## src/rtl/cfb_line_ram.sv

```systemverilog
// ----------------------------------------------------------------------------
// cfb_line_ram
// Per-line state (wrap flag, write position, lowpass state) with a valid bit
// per entry so that an entry not yet written reads as zero after reset.
// ----------------------------------------------------------------------------
module cfb_line_ram #(
   parameter int DEPTH  = 8,
   parameter int ADDR_W = 3,
   parameter int DATA_W = 43
) (
   input  logic              clock,
   input  logic              reset,
   input  logic              rd_en,
   input  logic [ADDR_W-1:0] rd_addr,
   output logic [DATA_W-1:0] rd_data,
   input  logic              wr_en,
   input  logic [ADDR_W-1:0] wr_addr,
   input  logic [DATA_W-1:0] wr_data
);

   logic [DATA_W-1:0] mem [DEPTH];
   logic [DEPTH-1:0]  valid_ff;
   logic [DATA_W-1:0] rd_data_ff;
   logic              rd_hit_ff;

   always_ff @(posedge clock) begin
      if (reset) begin
         valid_ff  <= '0;
         rd_hit_ff <= 1'b0;
      end else begin
         if (wr_en) begin
            valid_ff[wr_addr] <= 1'b1;
         end
         if (rd_en) begin
            rd_hit_ff <= valid_ff[rd_addr];
         end
      end
   end

   always_ff @(posedge clock) begin
      if (wr_en) begin
         mem[wr_addr] <= wr_data;
      end
      if (rd_en) begin
         rd_data_ff <= mem[rd_addr];
      end
   end

   assign rd_data = rd_hit_ff ? rd_data_ff : '0;

endmodule

```

## config.mk

```make
export PLATFORM = sky130hd
export DESIGN_NAME = cfb_line_ram
export DESIGN_NICKNAME = d
export VERILOG_FILES = /design/src/rtl/cfb_line_ram.sv
export SDC_FILE = /design/constraint.sdc
export NUM_CORES = 1
export LEC_CHECK = 0
export BUFFER_PORTS_ARGS = -buffer_cell sky130_fd_sc_hd__buf_2
export CORE_AREA = 2 2 161 194
export DETAILED_ROUTE_END_ITERATION = 6
export DIE_AREA = 0 0 163 196
export PLACE_DENSITY = 0.64
export REMOVE_ABC_BUFFERS = 1
export SETUP_SLACK_MARGIN = 0.3
export SYNTH_ARGS = -nofsm -noshare
export SYNTH_HDL_FRONTEND = slang
export SYNTH_SLANG_ARGS = --single-unit
```

## constraint.sdc

```tcl
create_clock -name clock -period 15.5 [get_ports clock]
set_input_delay 3.1 -clock clock [delete_from_list [all_inputs] [get_ports clock]]
set_output_delay 3.1 -clock clock [all_outputs]
set_load 0.02 [all_outputs]
```

==> results of run 1 <==
-- cells by family (layout without fill, tap and decap cells) --
logic type,count (synthesis),after routing
flip-flops,396,396
buffers and inverters,30,171
multiplexers,134,134
AND/OR/NAND/NOR,64,64
other,0,1
AO/OA/AOI/OAI,4,4
-- cell usage after synthesis (all sizes together) --
cell type / instances / area share
a211oi: 1 / 0.00084
and2: 43 / 0.018
and4b: 2 / 0.0013
buf: 16 / 0.0079
clkbuf: 14 / 0.0035
dfxtp: 9 / 0.012
edfxtp: 387 / 0.78
mux2: 43 / 0.033
mux2i: 4 / 0.0027
mux4: 87 / 0.13
nand2: 2 / 0.00050
nor2: 12 / 0.0030
nor3: 1 / 0.00034
nor3b: 1 / 0.00050
nor4b: 1 / 0.00059
nor4bb: 2 / 0.0013
o21ba: 3 / 0.0020
-- critical path, delay by kind of cell (launching register included) --
family	cells	cell delay, ps
buffers and inverters	1	190
flip-flops	1	1030
AND/OR/NAND/NOR	1	300
-- power by group through the flow --
stage	registers, uW	logic, uW	clock network, uW
after global placement	1250	111	0
final	1230	113	877
after CTS	1230	116	895
after detailed placement	1260	115	0
after floorplan	1250	60.7	0
after global routing	1240	122	931
-- flip-flops by register name (all words and copies together), names as in the netlist --
name and cells:
rd_data_ff 43, mem 344, rd_hit_ff 1, valid_ff 8
-- worst max path at each step --
stage	from	slack [ps]	cells past startpoint	to
after floorplan	wr_addr[0]	7200	1	mem[0][0]
after global placement	rd_addr[0]	9840	4	rd_data_ff[1]
after detailed placement	rd_addr[0]	9770	4	rd_data_ff[0]
after CTS	rd_hit_ff	10280	2	rd_data[6]
after global routing	rd_addr[0]	10180	4	rd_data_ff[25]
final	rd_hit_ff	10360	2	rd_data[6]
-- stage by stage --
step	std cells	total power, uW
after global routing	1166	2288
after detailed placement	1100	1370
after CTS	1165	2243
final	1166	2221
after global placement	1100	1362
after floorplan	598	1311
-- cell type report --
cell class,instances,area [um^2]
antenna,1,2.502
clock buffer,46,1002
sequential,396,11800
clock inverter,19,171.4
multi-input combinational,202,2968
fill,2186,13210
tap,396,495.5
timing repair buffer,106,566.8
-- routing by layer --
metal  vias up  global-route usage
met5         -                   0
met4         4             0.05637
met3        36             0.02981
met2       184              0.3109
met1      3419              0.2465
li1       2846                   -
==> impl_summary.md, run 1 <==
Clock tree
The number of levels in the clock H-tree is 2. The clock tree root driver cell is clkbuf_16. Counting the buffers created by CTS gives 37.

The number of resized instances in the post-cts repair step is 0. The clock-pin transition on the worst setup and hold timing paths is 60 ps. The clock latency on the worst-skew pair is 520 ps. The clock sink count is 396. The quantity of hold-fixing buffers added after cts is 0. The maximum clock insertion buffer count is 3. TritonCTS built the clock tree. The post-CTS setup repair buffer count is 0.

Final layout
The count of nets after finishing is 796. With fillers left out, the area of the finished cells amounts to 17010 um^2. The area added between synthesis and finish is 14.30%. The library cells used most frequently in the layout, excluding fill and tap cells, are edfxtp_1 (387), buf_2 (93), mux4_2 (87), mux2_2 (43), and2_1 (43). The library cell used most frequently in the layout, excluding fill and tap cells, is edfxtp_1. The final core utilization is 0.5629.

In the final layout, the share of cells above drive strength 1 is 0.3901.

Floorplan
The floorplan die area is 31950 um^2. For this design the top-level I/O count stands at 96. The height of the chip is 196 um.

The number of placement rows is 70. The horizontal extent of the die is 163 um. For this configuration, the core starts out at a cell density of 0.4925. The core region area is 30220 um^2.

Timing
The aggregate negative setup slack is 0 ps. The share of the cycle needed by the critical path after routing is 0.3319. Once routing completed, OpenROAD measured the worst setup slack at 10360 ps.

Setup repair after global routing left no endpoint under its margin. Between clock sinks in the finished design, the worst skew comes to 16.91 ps. The worst slew slack as a fraction of its limit is 0.2940. The final worst hold slack is 476.0 ps. The highest clock frequency the design can meet is 194.4 MHz.

The max-slew violation count is 0. The final count of negative-setup-slack endpoints is 0. At the pin with the least slew margin, the transition time is 1059 ps. The number of hold-slack violations in the final timing report was 0. The minimum clock period is 5144 ps.

Power and ir drop
The switching power total is 440.4 uW. The switching share of power is 0.1983. Internal power comes to 1781 uW.

The portion of total power attributed to the clock network is 0.395. Of the total power, registers draw 0.555. Across the VDD grid, the largest voltage drop is 67.73 uV.

The fraction of power consumed by combinational cells is 0.051. The leakage power is 0.005630 uW. Power spread over the standard cell area amounts to 130.6 nW/um^2.

Global routing
The total congestion overflow is 0. The pin count of the biggest net entering global routing is 50. The all-layer global routing usage is 0.1833. The first-pass GRT wire length is 42300 um. The number of global-route vias before repair is 7073. The number of antenna violations at the first check in global routing is 3.

Routing
The detailed router used layers up to and including met5. The wire length on met3 is 1594 um. In the routed layout, each cell is associated on average with a via count of 5.565. The wire length the detailed router placed on met1 is 11450 um.

Wire segments on met2 add up to 14640 um in the final route. Once detail routing completed, the nets flagged for antenna violations numbered 0. The average wire per cell in the routed design is 24.25 um.

The first detailed-routing pass ran for 5 iterations. For this block, the initial DRC count from the detailed router was 416. Across all layers, the routed design uses 6489 vias. The detailed-route DRC error count is 0. The aggregate routed wire length is 28280 um.

Synth
Yosys printed 0 warnings. The per-instance average area after synthesis is 23.70 um^2. The largest family of logic cells by synthesized area is multiplexers.

Of the total synthesized cell area, the portion taken by AND, OR, NAND and NOR gates is 0.02573. The synthesized design contains 396 register bits. For this run, the register share of the synthesized area comes to 0.7931. The synthesized netlist occupies a cell area of 14880 um^2.

The post-synthesis share of cell area spent on xor and xnor gates is 0. Counting every instance in the synthesized netlist gives 628. Of the post-synthesis cell area, the part taken by muxes is 0.1669. The number of distinct standard cells referenced by the synthesized netlist is 19. The compound-cell area share of the yosys netlist came to 0.002859. Of the total synthesized cell area, the portion taken by full adders, half adders and majority gates is 0.

Worst setup path
The data required time at the worst endpoint is 12400 ps. In this run the worst path has a maximum fanout of 44. On the worst path, the slowest cell contributes a delay of 1030 ps. The signal on the critical path passes through and2_1, buf_2. The slowest stage of the critical path belongs to the cell dfxtp_2. The kind of start point of the critical path is a flop. The beginning of the worst register-to-register path is rd_hit_ff. For the worst setup path, the data arrival time is 2040 ps. The worst register-to-register path ends at rd_hit_ff.

The register-to-register setup slack is 14000 ps. The critical path in this run is classified as reg2out. The endpoint class of the critical path is a primary output. The depth of the worst register-to-register path is 2.

Job
Across the run, the number of max-cap violations was 0.

Place
OpenSTA, run right after detailed placement, puts the worst setup slack at 9774 ps. Detailed placement finished with a half-perimeter wire length of 13880 um. The count of buffers added on input and output ports is 95. The placer's final routability congestion estimate is 0.6785. In this run the cell area measured after placement is 15830 um^2.

Hold path
Counting instances, the worst hold path has a depth of 2. The class of the tightest hold or removal check is reg2reg. The worst hold path terminates at valid_ff[0]. The source of the worst hold timing path is valid_ff[0].

Outcome
The flow ran to the end, and the final reports show no timing, DRC or antenna violations.
(Power assumes the default switching activity.)
==> inputs of run 2 (changes only) <==
==> constraint.sdc (replaced) <==
create_clock -name clock -period 5.05 [get_ports clock]
set_input_delay 1.01 -clock clock [delete_from_list [all_inputs] [get_ports clock]]
set_output_delay 1.01 -clock clock [all_outputs]
set_load 0.02 [all_outputs]
==> run 2 against run 1 <==
Against the previous run:
- cell area increased by 0.60%
- clock power rose to 3.3 times the previous value
- highest routed layer unchanged
- power rose to 3.1 times the previous value
- count of clock-buffer cells in the layout shrank 4
- global-route usage down 0.17 points
- clock skew fell by 3.9 ps
- final cell count unchanged
==> impl_summary.md, run 2 (synthesized netlist as in run 1, its figures left out) <==
Worst setup path
STA classifies the critical path endpoint as a primary output. The cell with the largest stage delay on the worst path is dfxtp_2. The worst path buffer plus inverter count is 1 (unchanged). Grouping stages by cell kind, the critical path spends the most delay in flip-flops. The data required time at the worst endpoint is 4040 ps (-8360 ps). The start-to-end type of the worst setup path is reg2out. The worst endpoint data arrival time is 2020 ps (-20 ps). The kind of start point of the critical path is a flop. The depth of the worst register-to-register path is 2 (unchanged). The register-to-register setup slack came to 3590 ps (-10410 ps). The signal on the critical path passes through and2_1, buf_2. The path length in cells of the critical path is 2 (unchanged). The maximum fanout along the worst path was 44 (unchanged). The largest stage delay on the critical path is 1000 ps (-30 ps).

Global routing
The all-layer global routing usage came to 0.1816 (-0.001707). The pin count of the biggest net entering global routing is 80 (+60%). The total congestion overflow is 0 (unchanged). The number of global-route vias before repair is 7089 (+0.23%).

The number of antenna violations at the first check in global routing is 2 (-1). The first-pass GRT wire length came to 42080 um (-0.52%).

Timing
Dividing the final minimum period by the clock period gives 0.6001. The slew at the pin closest to its max-slew limit was 1154 ps (+95.01 ps). The least setup slack across all paths after layout was 2019 ps (-8337 ps). The max-slew violation count came to 0 (unchanged).

The final worst hold slack is 485.5 ps (+9.486 ps). The worst slew slack as a fraction of its limit came to 0.2307 (-0.06334). The post-route clock skew was 12.96 ps (-3.947 ps).

Setup repair after global routing left no endpoint under its margin. The minimum clock period is 3031 ps. The number of hold-slack violations in the final timing report is 0 (unchanged). Static timing analysis puts the maximum clock frequency at 330.0 MHz. The final count of negative-setup-slack endpoints is 0 (unchanged).

Routing
The via count is 6505 (+0.25%). The via-per-instance ratio is 5.579 (+0.25%). The first-pass detailed-route iteration total is 4 (-1).

The aggregate routed wire length came to 28140 um (-0.49%). The average wire per cell in the routed design came to 24.13 um (-0.49%). The number of nets with antenna violations after detailed routing is 0 (unchanged). The detailed-route DRC error count is 0 (unchanged).

The initial DRC count was 330 (-21%).

Floorplan
The I/O pin count is 96 (unchanged). The number of placement rows is 70 (unchanged). The height of the chip is 196 um (unchanged). The core region area is 30220 um^2 (unchanged).

The horizontal extent of the die is 163 um (unchanged). The floorplan die area was 31950 um^2 (unchanged). The starting density of the core is 0.4925 (unchanged).

Final layout
The largest registers in the layout are mem: 344 flops, rd_data_ff: 43 flops, valid_ff: 8 flops. The flip-flop count of the largest register, all copies and words added is 344 (unchanged). The number of filler instances in the final layout came to 2219 (+1.5%). The count of nets after finishing was 796 (unchanged). The final core utilization was 0.5663 (+0.003395).

The count of placed standard cells in the final layout, fillers left out is 1166 (unchanged). The fraction of final layout cells sized beyond drive strength 1 is 0.3953 (+0.005202). The area added between synthesis and finish is 14.99%. Leaving out fill and tap cells, the most frequent cell in the layout is edfxtp_1.

The top cell types in the final layout, fill and taps aside, are edfxtp_1 (387), buf_2 (93), mux4_2 (87), mux2_2 (43), and2_1 (43). The top register by number of flip-flops is mem.

Clock tree
The quantity of hold-fixing buffers added after cts was 0 (unchanged). The clock sink count is 396 (unchanged). TritonCTS built the clock tree. The TritonCTS buffer count is 37 (unchanged). The clock-pin transition on the worst setup and hold timing paths was 60 ps (about the same). The post-CTS setup repair buffer count was 0 (unchanged). The clock latency on the worst-skew pair is 520 ps (about the same).

The maximum clock insertion buffer count is 3 (unchanged). The number of levels in the clock H-tree is 2 (unchanged). The number of resized instances in the post-cts repair step is 0 (unchanged). The tree is rooted in a clkbuf_16.

Job
The number of max-capacitance violations reported came to 0 (unchanged).

Power and ir drop
The ratio of total power to cell area is 408.3 nW/um^2 (+210%). The leakage power came to 0.005674 uW (+0.78%). The total power consumption of the routed design is 6987 uW (+210%). The maximum ir drop on the vdd rail is 272.3 uV (+300%).

Hold path
The hold-critical path depth came to 2 (unchanged). The class of the tightest hold or removal check is reg2reg.

Place
The worst slack after detailed placement is 1891 ps (-7883 ps). The total instance count after detailed placement is 1100 (unchanged). The number of buffers added on ports is 95 (unchanged). The half-perimeter wire length after placement came to 14430 um (+4.0%). The placer's final routability congestion estimate came to 0.7082 (+4.4%).

Outcome
The flow ran to the end, and the final reports show no timing, DRC or antenna violations.
run 2: changes by cell type in the layout (fill, tap and decap cells not counted):
cell	change
clkbuf_1	-4
bufinv_16	+3
clkinv_2	-2
inv_6	+2
buf_12	+1
buf_4	-1
clkinvlp_4	+1
run 2: through the flow:
step	cell area (um^2)	TNS, ps
5_1_grt	17110	0
4_1_cts	17110	0
2_1_floorplan	14710	-119190
3_3_place_gp	15850	0
3_5_place_dp	15850	0
6_report	17110	0
run 2: cell type report:
| cell class | instances | area [um^2] | share of cell area |
|---|---|---|---|
| diodes | 1 | 2.502 | 0.0001462 |
| multi-input cells | 202 | 2968 | 0.1734 |
| repair buffers | 106 | 579.3 | 0.03385 |
| flip-flops and latches | 396 | 11800 | 0.6898 |
| clock inverters | 23 | 276.5 | 0.01616 |
| clock buffers | 42 | 987.2 | 0.05769 |
| well taps | 396 | 495.5 | 0.02896 |
run 2: layer usage:
layer,GRT usage,up-vias,wire [um],share of wire
li1,-,2854,-,-
met1,0.2306,3466,11510,0.41
met2,0.3219,148,14910,0.53
met3,0.03066,35,1193,0.042
met4,0.05474,2,514,0.018
met5,0,-,13,0.00046
run 2: worst reg2reg max path, delay by kind of cell, from the launching register on:
family / cells / cell delay, ps
AOI/OAI and AO/OA: 1 / 220
DFF: 1 / 1000
and+or+nand+nor: 1 / 160
run 2: path summary, 6_finish.rpt:
kind / startpoint / to
min reg2reg: valid_ff[0] / valid_ff[0]
max reg2reg: rd_hit_ff / rd_hit_ff
min: valid_ff[0] / valid_ff[0]
max: rd_hit_ff / rd_data[1]
run 2: where the power goes:
group / internal, uW / total [uW] / switching [uW] / leakage [uW]
sequential: 3740 / 3780 / 36.1 / 0.00362
clock: 1720 / 2860 / 1140 / 0.000614
combinational: 161 / 350 / 189 / 0.00144
