[src/rtl/cfb_pkg.sv]
// ----------------------------------------------------------------------------
// cfb_pkg
// Types, constants and arithmetic helpers shared by the comb bank modules.
// ----------------------------------------------------------------------------
package cfb_pkg;

   localparam int SampleW = 16;
   localparam int GainW   = 17;
   localparam int MulW    = 18;
   localparam int ProdW   = 36;
   localparam int LpW     = 32;
   localparam int CountW  = 3;
   localparam int MaskW   = 4;
   localparam int CsrIdxW = 3;
   localparam int CsrW    = 16;

   localparam logic [GainW-1:0] Unity  = 17'd32768;
   localparam logic [31:0]      Recip3 = 32'hAAAA_AAAB;

   typedef enum logic [CsrIdxW-1:0] {
      CSR_ACTIVE_MASK   = 3'd0,
      CSR_DELAY_SAMPLES = 3'd1,
      CSR_FEEDBACK_GAIN = 3'd2,
      CSR_COMB_LEVEL    = 3'd3,
      CSR_LP_B0         = 3'd4,
      CSR_LP_B1         = 3'd5,
      CSR_LP_A1         = 3'd6,
      CSR_WET_LEVEL     = 3'd7
   } csr_index_type;

   typedef struct packed {
      logic [MaskW-1:0]          active_mask;
      logic [10:0]               delay_samples;
      logic [15:0]               feedback_gain;
      logic [15:0]               comb_level;
      logic signed [15:0]        lp_b0;
      logic signed [15:0]        lp_b1;
      logic signed [15:0]        lp_a1;
      logic [15:0]               wet_level;
   } cfg_type;

   function automatic logic [GainW-1:0] unity_clamp(input logic [15:0] g);
      return (g > 16'd32768) ? Unity : {1'b0, g};
   endfunction

   // Round to nearest with ties upwards, then drop 15 fraction bits.
   function automatic logic signed [ProdW-1:0] round_q15(input logic signed [ProdW-1:0] v);
      return (v + 36'sd16384) >>> 15;
   endfunction

   function automatic logic signed [SampleW-1:0] sat16(input logic signed [ProdW-1:0] v);
      if (v > 36'sd32767) begin
         return 16'sh7FFF;
      end else if (v < -36'sd32768) begin
         return 16'sh8000;
      end
      return v[15:0];
   endfunction

   function automatic logic signed [LpW-1:0] sat32(input logic signed [ProdW-1:0] v);
      if (v > 36'sd2147483647) begin
         return 32'sh7FFF_FFFF;
      end else if (v < -36'sd2147483648) begin
         return 32'sh8000_0000;
      end
      return v[31:0];
   endfunction

   // tanh sampled every 0.125 over 0..4.0, Q1.15.
   function automatic logic [15:0] tanh_tab(input logic [5:0] idx);
      logic [15:0] t;
      case (idx)
         6'd0:  t = 16'd0;
         6'd1:  t = 16'd4075;
         6'd2:  t = 16'd8026;
         6'd3:  t = 16'd11743;
         6'd4:  t = 16'd15143;
         6'd5:  t = 16'd18173;
         6'd6:  t = 16'd20813;
         6'd7:  t = 16'd23073;
         6'd8:  t = 16'd24956;
         6'd9:  t = 16'd26519;
         6'd10: t = 16'd27797;
         6'd11: t = 16'd28831;
         6'd12: t = 16'd29660;
         6'd13: t = 16'd30322;
         6'd14: t = 16'd30847;
         6'd15: t = 16'd31262;
         6'd16: t = 16'd31589;
         6'd17: t = 16'd31847;
         6'd18: t = 16'd32048;
         6'd19: t = 16'd32207;
         6'd20: t = 16'd32329;
         6'd21: t = 16'd32425;
         6'd22: t = 16'd32500;
         6'd23: t = 16'd32558;
         6'd24: t = 16'd32606;
         6'd25: t = 16'd32642;
         6'd26: t = 16'd32670;
         6'd27: t = 16'd32692;
         6'd28: t = 16'd32708;
         6'd29: t = 16'd32722;
         6'd30: t = 16'd32732;
         6'd31: t = 16'd32740;
         6'd32: t = 16'd32746;
         default: t = 16'd0;
      endcase
      return t;
   endfunction

endpackage

[src/rtl/cfb_engine.sv]
// ----------------------------------------------------------------------------
// cfb_engine
// Sequencer and shared arithmetic: walks the combs of one channel, reads and
// writes back their line state and delay lines, then averages and mixes.
// ----------------------------------------------------------------------------
module cfb_engine #(
   parameter int NUM_COMBS    = 4,
   parameter int MAX_DELAY    = 1024,
   parameter int NUM_CHANNELS = 2,
   localparam int NumLines = NUM_COMBS * NUM_CHANNELS,
   localparam int LineW    = (NumLines > 1) ? $clog2(NumLines) : 1,
   localparam int AddrW    = $clog2(MAX_DELAY),
   localparam int EntryW   = 1 + AddrW + 32,
   localparam int DlyAddrW = LineW + AddrW
) (
   input  logic                        clock,
   input  logic                        reset,
   input  cfb_pkg::cfg_type            cfg,
   input  logic                        req_valid,
   output logic                        req_ready,
   input  logic                        req_channel,
   input  logic signed [15:0]          req_in_sample,
   output logic                        rsp_valid,
   input  logic                        rsp_ready,
   output logic signed [15:0]          rsp_out_sample,
   output logic                        line_re,
   output logic [LineW-1:0]            line_raddr,
   input  logic [EntryW-1:0]           line_rdata,
   output logic                        line_we,
   output logic [LineW-1:0]            line_waddr,
   output logic [EntryW-1:0]           line_wdata,
   output logic                        dly_re,
   output logic [DlyAddrW-1:0]         dly_raddr,
   input  logic [15:0]                 dly_rdata,
   output logic                        dly_we,
   output logic [DlyAddrW-1:0]         dly_waddr,
   output logic [15:0]                 dly_wdata
);

   import cfb_pkg::*;

   localparam int CombW = (NUM_COMBS > 1) ? $clog2(NUM_COMBS) : 1;
   localparam logic [AddrW:0]   MaxD     = (AddrW + 1)'(MAX_DELAY);
   localparam logic [CombW-1:0] LastComb = CombW'(NUM_COMBS - 1);

   typedef enum logic [3:0] {
      ST_IDLE, ST_LREAD, ST_DREAD, ST_MB0, ST_MB1, ST_MA1, ST_MFB, ST_MLV,
      ST_MTH, ST_WR, ST_DIV, ST_QUO, ST_MIX1, ST_MIX2
   } state_type;

   state_type                 state_ff;
   logic [CombW-1:0]          comb_ff;
   logic [CountW-1:0]         count_ff;
   logic                      ch_ff;
   logic signed [15:0]        x_ff;
   logic                      wrapped_ff;
   logic [AddrW-1:0]          wp_ff;
   logic signed [LpW-1:0]     lps_ff;
   logic                      hit_ff;
   logic signed [15:0]        xd_ff;
   logic signed [15:0]        y_ff;
   logic signed [ProdW-1:0]   b1x_ff;
   logic signed [LpW-1:0]     lps_new_ff;
   logic [17:0]               a_ff;
   logic                      neg_ff;
   logic                      big_ff;
   logic signed [ProdW-1:0]   sum_ff;
   logic [ProdW-1:0]          mag_ff;
   logic                      sum_neg_ff;
   logic [63:0]               recip_ff;
   logic signed [15:0]        wet_ff;
   logic signed [ProdW-1:0]   dry_ff;
   logic                      rsp_valid_ff;
   logic signed [15:0]        rsp_out_ff;
   logic signed [ProdW-1:0]   prod_ff;

   logic [NUM_COMBS-1:0]      comb_en;
   logic                      ch_eff;
   logic [LineW-1:0]          line_cur;
   logic [GainW-1:0]          fb_g, lvl_g, wet_g, dry_g;
   logic [17:0]               d_wide;
   logic [AddrW:0]            d_eff;
   logic                      rd_wrapped;
   logic [AddrW-1:0]          rd_wp;
   logic [AddrW+1:0]          rd_sum;
   logic [AddrW-1:0]          rd_pos;
   logic signed [15:0]        xd_now;
   logic signed [MulW-1:0]    mul_a, mul_b;
   logic signed [ProdW-1:0]   y_in;
   logic signed [ProdW-1:0]   v_in;
   logic [ProdW-1:0]          abs_v;
   logic [4:0]                tab_idx;
   logic [15:0]               tab_base;
   logic [15:0]               tab_diff;
   logic [15:0]               tanh_mag;
   logic signed [15:0]        tanh_in;
   logic                      wp_last;
   logic [AddrW-1:0]          wp_next;
   logic [ProdW-1:0]          sum_abs;
   logic [ProdW-1:0]          q_mag;
   logic signed [ProdW-1:0]   q_in;
   logic signed [15:0]        wet_in;
   logic signed [15:0]        mix_in;

   for (genvar c = 0; c < NUM_COMBS; c++) begin : g_en
      if (c < MaskW) begin : g_bit
         assign comb_en[c] = cfg.active_mask[c];
      end else begin : g_none
         assign comb_en[c] = 1'b0;
      end
   end

   assign ch_eff   = (NUM_CHANNELS > 1) ? ch_ff : 1'b0;
   assign line_cur = LineW'(int'(comb_ff) * NUM_CHANNELS + int'(ch_eff));

   assign fb_g  = unity_clamp(cfg.feedback_gain);
   assign lvl_g = unity_clamp(cfg.comb_level);
   assign wet_g = unity_clamp(cfg.wet_level);
   assign dry_g = Unity - wet_g;

   // Delay length limited to 1..MAX_DELAY.
   assign d_wide = {7'd0, cfg.delay_samples};
   always_comb begin
      if (d_wide == 18'd0) begin
         d_eff = (AddrW + 1)'(1);
      end else if (d_wide > 18'(MAX_DELAY)) begin
         d_eff = MaxD;
      end else begin
         d_eff = d_wide[AddrW:0];
      end
   end

   // Read position behind the write position, and whether that entry was
   // ever written since reset: entries fill in order, so a line that has not
   // wrapped holds data only below its write position.
   assign rd_wrapped = line_rdata[EntryW-1];
   assign rd_wp      = line_rdata[EntryW-2 -: AddrW];
   assign rd_sum     = {2'b00, rd_wp} + {1'b0, MaxD} - {1'b0, d_eff};
   always_comb begin
      if (rd_sum >= {1'b0, MaxD}) begin
         rd_pos = AddrW'(rd_sum - {1'b0, MaxD});
      end else begin
         rd_pos = rd_sum[AddrW-1:0];
      end
   end

   assign xd_now = hit_ff ? signed'(dly_rdata) : 16'sd0;

   // Operand selection for the shared multiplier.
   always_comb begin
      mul_a = '0;
      mul_b = '0;
      case (state_ff)
         ST_MB0: begin
            mul_a = MulW'(cfg.lp_b0);
            mul_b = MulW'(xd_now);
         end
         ST_MB1: begin
            mul_a = MulW'(cfg.lp_b1);
            mul_b = MulW'(xd_ff);
         end
         ST_MA1: begin
            mul_a = MulW'(cfg.lp_a1);
            mul_b = MulW'(y_ff);
         end
         ST_MFB: begin
            mul_a = signed'({1'b0, fb_g});
            mul_b = MulW'(y_ff);
         end
         ST_MLV: begin
            mul_a = MulW'(y_ff);
            mul_b = signed'({1'b0, lvl_g});
         end
         ST_MTH: begin
            mul_a = signed'({2'b00, tab_diff});
            mul_b = signed'({6'd0, a_ff[11:0]});
         end
         ST_QUO: begin
            mul_a = MulW'(x_ff);
            mul_b = signed'({1'b0, dry_g});
         end
         ST_MIX1, ST_MIX2: begin
            mul_a = MulW'(wet_ff);
            mul_b = signed'({1'b0, wet_g});
         end
         default: begin
            mul_a = '0;
            mul_b = '0;
         end
      endcase
   end

   always_ff @(posedge clock) begin
      prod_ff <= mul_a * mul_b;
   end

   // Lowpass output from b0*xd plus the stored state.
   assign y_in = round_q15(prod_ff + ProdW'(lps_ff));

   // Feedback sum ahead of the tanh bound.
   assign v_in  = round_q15((ProdW'(x_ff) <<< 15) + prod_ff);
   assign abs_v = v_in[ProdW-1] ? ProdW'(-v_in) : ProdW'(v_in);

   assign tab_idx  = a_ff[16:12];
   assign tab_base = tanh_tab({1'b0, tab_idx});
   assign tab_diff = tanh_tab(6'({1'b0, tab_idx} + 6'd1)) - tab_base;

   always_comb begin
      if (big_ff) begin
         tanh_mag = tanh_tab(6'd32);
      end else begin
         tanh_mag = tab_base + 16'((prod_ff + 36'sd2048) >>> 12);
      end
      tanh_in = neg_ff ? -signed'(tanh_mag) : signed'(tanh_mag);
   end

   assign wp_last = ({1'b0, wp_ff} == MaxD - (AddrW + 1)'(1));
   assign wp_next = wp_last ? '0 : AddrW'(wp_ff + 1'b1);

   // Average over the active combs: the count is at most four, so only a
   // count of three needs the reciprocal product.
   assign sum_abs = sum_ff[ProdW-1] ? ProdW'(-sum_ff) : ProdW'(sum_ff);
   always_comb begin
      case (count_ff)
         3'd1:    q_mag = mag_ff;
         3'd2:    q_mag = mag_ff >> 1;
         3'd3:    q_mag = ProdW'(recip_ff[63:33]);
         3'd4:    q_mag = mag_ff >> 2;
         default: q_mag = mag_ff;
      endcase
      q_in = sum_neg_ff ? -signed'(q_mag) : signed'(q_mag);
      if (count_ff == '0) begin
         wet_in = 16'sd0;
      end else begin
         wet_in = sat16(round_q15(q_in));
      end
   end

   assign mix_in = sat16(round_q15(dry_ff + prod_ff));

   always_ff @(posedge clock) begin
      if (reset) begin
         state_ff     <= ST_IDLE;
         rsp_valid_ff <= 1'b0;
         comb_ff      <= '0;
         count_ff     <= '0;
      end else begin
         // The final mix step decides the output register on its own.
         if (rsp_ready && (state_ff != ST_MIX2)) begin
            rsp_valid_ff <= 1'b0;
         end
         case (state_ff)
            ST_IDLE: begin
               if (req_valid) begin
                  ch_ff    <= req_channel;
                  x_ff     <= req_in_sample;
                  comb_ff  <= '0;
                  count_ff <= '0;
                  sum_ff   <= '0;
                  state_ff <= ST_LREAD;
               end
            end
            ST_LREAD: begin
               if (comb_en[comb_ff]) begin
                  count_ff <= CountW'(count_ff + 1'b1);
                  state_ff <= ST_DREAD;
               end else if (comb_ff == LastComb) begin
                  state_ff <= ST_DIV;
               end else begin
                  comb_ff <= CombW'(comb_ff + 1'b1);
               end
            end
            ST_DREAD: begin
               wrapped_ff <= rd_wrapped;
               wp_ff      <= rd_wp;
               lps_ff     <= signed'(line_rdata[LpW-1:0]);
               hit_ff     <= rd_wrapped || (rd_pos < rd_wp);
               state_ff   <= ST_MB0;
            end
            ST_MB0: begin
               xd_ff    <= xd_now;
               state_ff <= ST_MB1;
            end
            ST_MB1: begin
               y_ff     <= sat16(y_in);
               state_ff <= ST_MA1;
            end
            ST_MA1: begin
               b1x_ff   <= prod_ff;
               state_ff <= ST_MFB;
            end
            ST_MFB: begin
               lps_new_ff <= sat32(b1x_ff - prod_ff);
               state_ff   <= ST_MLV;
            end
            ST_MLV: begin
               a_ff     <= abs_v[17:0];
               big_ff   <= (abs_v >= 36'd131072);
               neg_ff   <= v_in[ProdW-1];
               state_ff <= ST_MTH;
            end
            ST_MTH: begin
               sum_ff   <= sum_ff + prod_ff;
               state_ff <= ST_WR;
            end
            ST_WR: begin
               if (comb_ff == LastComb) begin
                  state_ff <= ST_DIV;
               end else begin
                  comb_ff  <= CombW'(comb_ff + 1'b1);
                  state_ff <= ST_LREAD;
               end
            end
            ST_DIV: begin
               mag_ff     <= sum_abs;
               sum_neg_ff <= sum_ff[ProdW-1];
               recip_ff   <= sum_abs[31:0] * Recip3;
               state_ff   <= ST_QUO;
            end
            ST_QUO: begin
               wet_ff   <= wet_in;
               state_ff <= ST_MIX1;
            end
            ST_MIX1: begin
               dry_ff   <= prod_ff;
               state_ff <= ST_MIX2;
            end
            ST_MIX2: begin
               if (!rsp_valid_ff || rsp_ready) begin
                  rsp_out_ff   <= mix_in;
                  rsp_valid_ff <= 1'b1;
                  state_ff     <= ST_IDLE;
               end
            end
            default: begin
               state_ff <= ST_IDLE;
            end
         endcase
      end
   end

   assign req_ready      = (state_ff == ST_IDLE);
   assign rsp_valid      = rsp_valid_ff;
   assign rsp_out_sample = rsp_out_ff;

   // Each line a request uses is read once and written back once, and the
   // write-back lands before the next line read, so no forwarding is needed.
   assign line_re    = (state_ff == ST_LREAD) && comb_en[comb_ff];
   assign line_raddr = line_cur;
   assign line_we    = (state_ff == ST_WR);
   assign line_waddr = line_cur;
   assign line_wdata = {wrapped_ff | wp_last, wp_next, lps_new_ff};

   assign dly_re    = (state_ff == ST_DREAD);
   assign dly_raddr = {line_cur, rd_pos};
   assign dly_we    = (state_ff == ST_WR);
   assign dly_waddr = {line_cur, wp_ff};
   assign dly_wdata = tanh_in;

endmodule

[config.mk]
export PLATFORM = sky130hd
export DESIGN_NAME = cfb_engine
export DESIGN_NICKNAME = d
export VERILOG_FILES = /design/src/rtl/cfb_pkg.sv /design/src/rtl/cfb_engine.sv
export SDC_FILE = /design/constraint.sdc
export NUM_CORES = 2
export LEC_CHECK = 0
export ABC_CLOCK_PERIOD_IN_PS = 18400
export BUFFER_PORTS_ARGS = -buffer_cell sky130_fd_sc_hd__buf_2
export CORE_MARGIN = 8
export CORE_UTILIZATION = 55
export CTS_CLUSTER_DIAMETER = 120
export CTS_CLUSTER_SIZE = 24
export DETAILED_ROUTE_END_ITERATION = 8
export MAX_ROUTING_LAYER = met4
export PLACE_DENSITY = 0.77
export SETUP_SLACK_MARGIN = 0.05
export SLEW_MARGIN = 0
export SYNTH_ARGS = -nofsm -noshare
export SYNTH_HDL_FRONTEND = slang
export SYNTH_SLANG_ARGS = --single-unit
[constraint.sdc]
create_clock -name clock -period 18.4 [get_ports clock]
set_input_delay 2.76 -clock clock [delete_from_list [all_inputs] [get_ports clock]]
set_output_delay 2.76 -clock clock [all_outputs]
set_load 0.02 [all_outputs]
==> flow_results.org <==
** Outcome
- Status :: finished clean

** Synthesis
- Counting every instance in the synthesized netlist gives 5835.
- Post-synthesis instance area :: 56800 µm²
- Syn_area_per_cell :: 9.74 µm²
- Fraction of the yosys area taken by sequential cells :: 20.8%
- Yosys mapped a number of flops with a built-in enable equal to 352.
- The synthesized design contains 413 register bits.
- Post-synthesis async set-or-reset flop share :: 0%
- Top FF cell, synth :: edfxtp_1
- Number of warnings reported in the yosys synthesis log :: 0
- Number of different library cells in the post-synthesis netlist :: 107
- Counting every net in the synthesized netlist gives 7470.

** Setup path
- Worst Path Arrival :: 13.06 ns
- Of all nets on the critical path, the largest fanout is 31.
- Critical path class :: reg -> reg
- Data required time at the worst endpoint :: 18.94 ns
- Nature of the critical path endpoint :: register
- Critical Path Slowest Stage Cell :: a221oi_1
- R2R cell count :: 44
- Slowest stage delay, CP :: 1.00 ns
- Startpoint Class :: register

** Clock tree
- Clock-pin slew reported for the worst setup and hold paths after clock tree synthesis :: 0.11 ns
- TritonCTS clock tree :: yes
- The clock drives 413 sinks.
- Latest clock arrival within the worst-skew pair :: 0.62 ns
- TritonCTS created 23 clock buffers.
- H-tree depth :: 1
- Hold repair after CTS inserted 0 buffers.
- Number of setup buffers added after CTS :: 0
- Maximum buffer depth of the clock tree :: 3
- Count of cells resized by post-cts repair :: 0
- Clk root buf :: clkbuf_16

** Floorplanning
- The die covers 114000 µm².
- Starting utilization of the core area :: 55.1%
- Overall die width :: 337 µm
- Row count :: 118
- Die Y-Extent :: 337 µm
- Core footprint :: 103000 µm²
- Total I/O pin count :: 304

** Timing
- Based on the critical path, the design can be clocked at up to 79.9 MHz.
- Setup repair after global routing left no endpoint under its margin.
- For the pin with the worst max-slew slack, the measured transition is 1.24 ns.
- Headroom to the max-slew limit came out at 16.4%.
- Fin crit period :: 12.52 ns
- Number of pins with negative max-slew slack in the final report :: 0
- Share of the clock period used by the worst path :: 68.1%
- For the final database, setup skew stands at 0.0447 ns.
- Setup total negative slack on the finished layout was measured at 0 ns.
- Final-report hold violation count :: 0
- Setup-violating endpoint count in the final report :: 0

** Layout
- Proportion of layout cells with a drive suffix above 1 :: 8.85%
- Fill cell total of the finished layout :: 8831
- Summing all multi-input logic gate instances after layout gives 40500 µm².
- Area added between synthesis and finish :: 7.47%
- Registers take 11800 µm².
- At the end of the flow, the number of nets in the layout was 7745.

** Min path
- Worst min path class :: reg -> reg
- The worst hold path was traced through 2 stages.

** Drt
- The first detailed-routing pass took 8 iterations.
- Count of antenna-violating nets left after detailed routing :: 0
- After detailed routing, the number of vias per cell comes to 5.98.
- Final routed wirelength across all metal layers :: 171000 µm
- For this run, design rule violations remaining after detail routing come to 0.
- Summing over every cut layer, the via total after detailed routing is 44900.
- Wire length per cell after detailed routing :: 22.8 µm
- Detailed Route Iter0 Violations :: 4578

** Run
- Number of maximum-capacitance constraint violations :: 0

** Global routing
- After global routing the overflow that remains totals 0.
- The via count of the first global-routing pass is 44600.
- Entering global routing, the biggest net connects 69 pins.
- Across every metal layer, demand over resource in global routing totals 30.8%.
- First-pass GRT wire length :: 261000 µm
- The number of antenna violations at the first check in global routing is 13.

** Place
- Count of buffers inserted at the top-level ports :: 303
- Hpwl dp :: 143000 µm
- At the end of routability-driven placement, the weighted congestion stood at 1.01.
==> metal layers <==
layer	GRT usage (%)	up-vias	routed length, µm
met4	12.5	0	8780
li1	-	20200	-
met5	-	-	0
met1	42.0	21800	70000
met3	6.35	435	19700
met2	44.8	2404	73000
==> worst paths after layout <==
| check | startpoint | to | slack, ns |
|---|---|---|---|
| max reg2reg | a_ff[13] | prod_ff[35] | 5.88 |
| max | a_ff[13] | prod_ff[35] | 5.88 |
| min | count_ff[1] | count_ff[1] | 0.56 |
| min reg2reg | count_ff[1] | count_ff[1] | 0.56 |
==> final cells by class <==
cell class / count / share of cell area [%]
diodes: 7 / 0.0287
clock buffers: 36 / 1.02
clock inverters: 6 / 0.174
inverters: 1059 / 6.51
multi-input cells: 4205 / 66.3
flip-flops and latches: 413 / 19.3
well taps: 1380 / 2.83
repair buffers: 408 / 3.78
==> registers in the layout (all words and copies together) (netlist names), 15 cells and up <==
register / cells
b1x_ff: 36
dry_ff: 36
mag_ff: 36
prod_ff: 36
sum_ff: 36
lps_ff: 32
lps_new_ff: 32
recip_ff: 31
a_ff: 17
rsp_out_sample: 16
wet_ff: 16
x_ff: 16
xd_ff: 16
y_ff: 16
tab_base: 15
==> cell usage in the layout, fill, tap and decap left out, types with 16 or more instances in the layout <==
master     instances
nor2_1           376
nand3_1           83
a22oi_1           45
nand3b_1          19
inv_1           1059
and3_1            36
or3_1             29
o22ai_1           16
a221oi_1          17
nor3_1           102
buf_4            105
or2_2             18
and2_1            55
a211oi_1          28
buf_2            303
a221o_1           25
o21a_1            42
nand2b_1          71
nor2b_1           60
a31oi_1           32
nor4_1            29
fa_1             713
edfxtp_1         352
nand2_1          384
o211ai_1          24
mux2i_1           21
dfxtp_1           61
clkbuf_16         23
ha_1             731
a21o_1            97
xor2_1            94
o31ai_1           41
a22o_1            16
a222oi_1          26
o21bai_1          28
xnor2_1          232
nand4_1           26
a21oi_1          246
o21ai_0          191
==> worst max-delay path, delay by kind of cell, from the launching register on <==
kind | cells | cell delay (ns)
buffers and inverters | 6 | 0.68
AND/OR/NAND/NOR | 5 | 0.67
flip-flops | 1 | 0.73
AO/OA/AOI/OAI | 21 | 5.85
XOR/XNOR | 2 | 0.29
adder cells (fa/ha/maj) | 10 | 4.21
==> kinds of logic after synthesis <==
group | count (synthesis) | synth area share (%)
fa+ha+maj | 1444 | 41.2
simple gates | 1350 | 11.4
buf+inv | 1217 | 8.18
compound gates | 1045 | 12.5
flops | 413 | 20.8
xor+xnor | 332 | 5.24
mux | 34 | 0.674
==> Yosys cell counts (32+ instances only) <==
| cell | n | area share (%) |
|---|---|---|
| and3_1 | 36 | 0.40 |
| a21o_1 | 97 | 1.3 |
| and2_1 | 55 | 0.61 |
| a31oi_1 | 32 | 0.35 |
| nor2_1 | 381 | 2.5 |
| nand2_1 | 384 | 2.5 |
| o21ai_0 | 191 | 1.7 |
| a21oi_1 | 246 | 2.2 |
| clkbuf_1 | 132 | 0.87 |
| fa_1 | 713 | 25 |
| a22oi_1 | 45 | 0.59 |
| nor2b_1 | 61 | 0.67 |
| o21a_1 | 42 | 0.56 |
| inv_1 | 1059 | 7.0 |
| xnor2_1 | 233 | 3.6 |
| nand2b_1 | 71 | 0.78 |
| dfxtp_1 | 61 | 2.1 |
| nand3_1 | 83 | 0.73 |
| nor3_1 | 105 | 0.93 |
| xor2_1 | 94 | 1.4 |
| edfxtp_1 | 352 | 19 |
| ha_1 | 731 | 16 |
| o31ai_1 | 42 | 0.56 |
==> through the flow <==
| step | util [%] | std cells | hold slack (ns) | worst slack, ns | cell area, µm² |
|---|---|---|---|---|---|
| after floorplan | - | 5835 | 0.424 | 7.47 | 56800 |
| after global placement | 58.5 | 7465 | 0.537 | 6.50 | 60300 |
| after detailed placement | 58.5 | 7465 | 0.545 | 6.25 | 60300 |
| after CTS | 59.2 | 7507 | 0.559 | 6.17 | 61000 |
| after global routing | 59.2 | 7514 | 0.608 | 5.06 | 61000 |
| final | 59.2 | 7514 | 0.557 | 5.88 | 61000 |
Power is not shown: default switching activity piles up to over one toggle a cycle in this logic, so the estimate is an artifact.
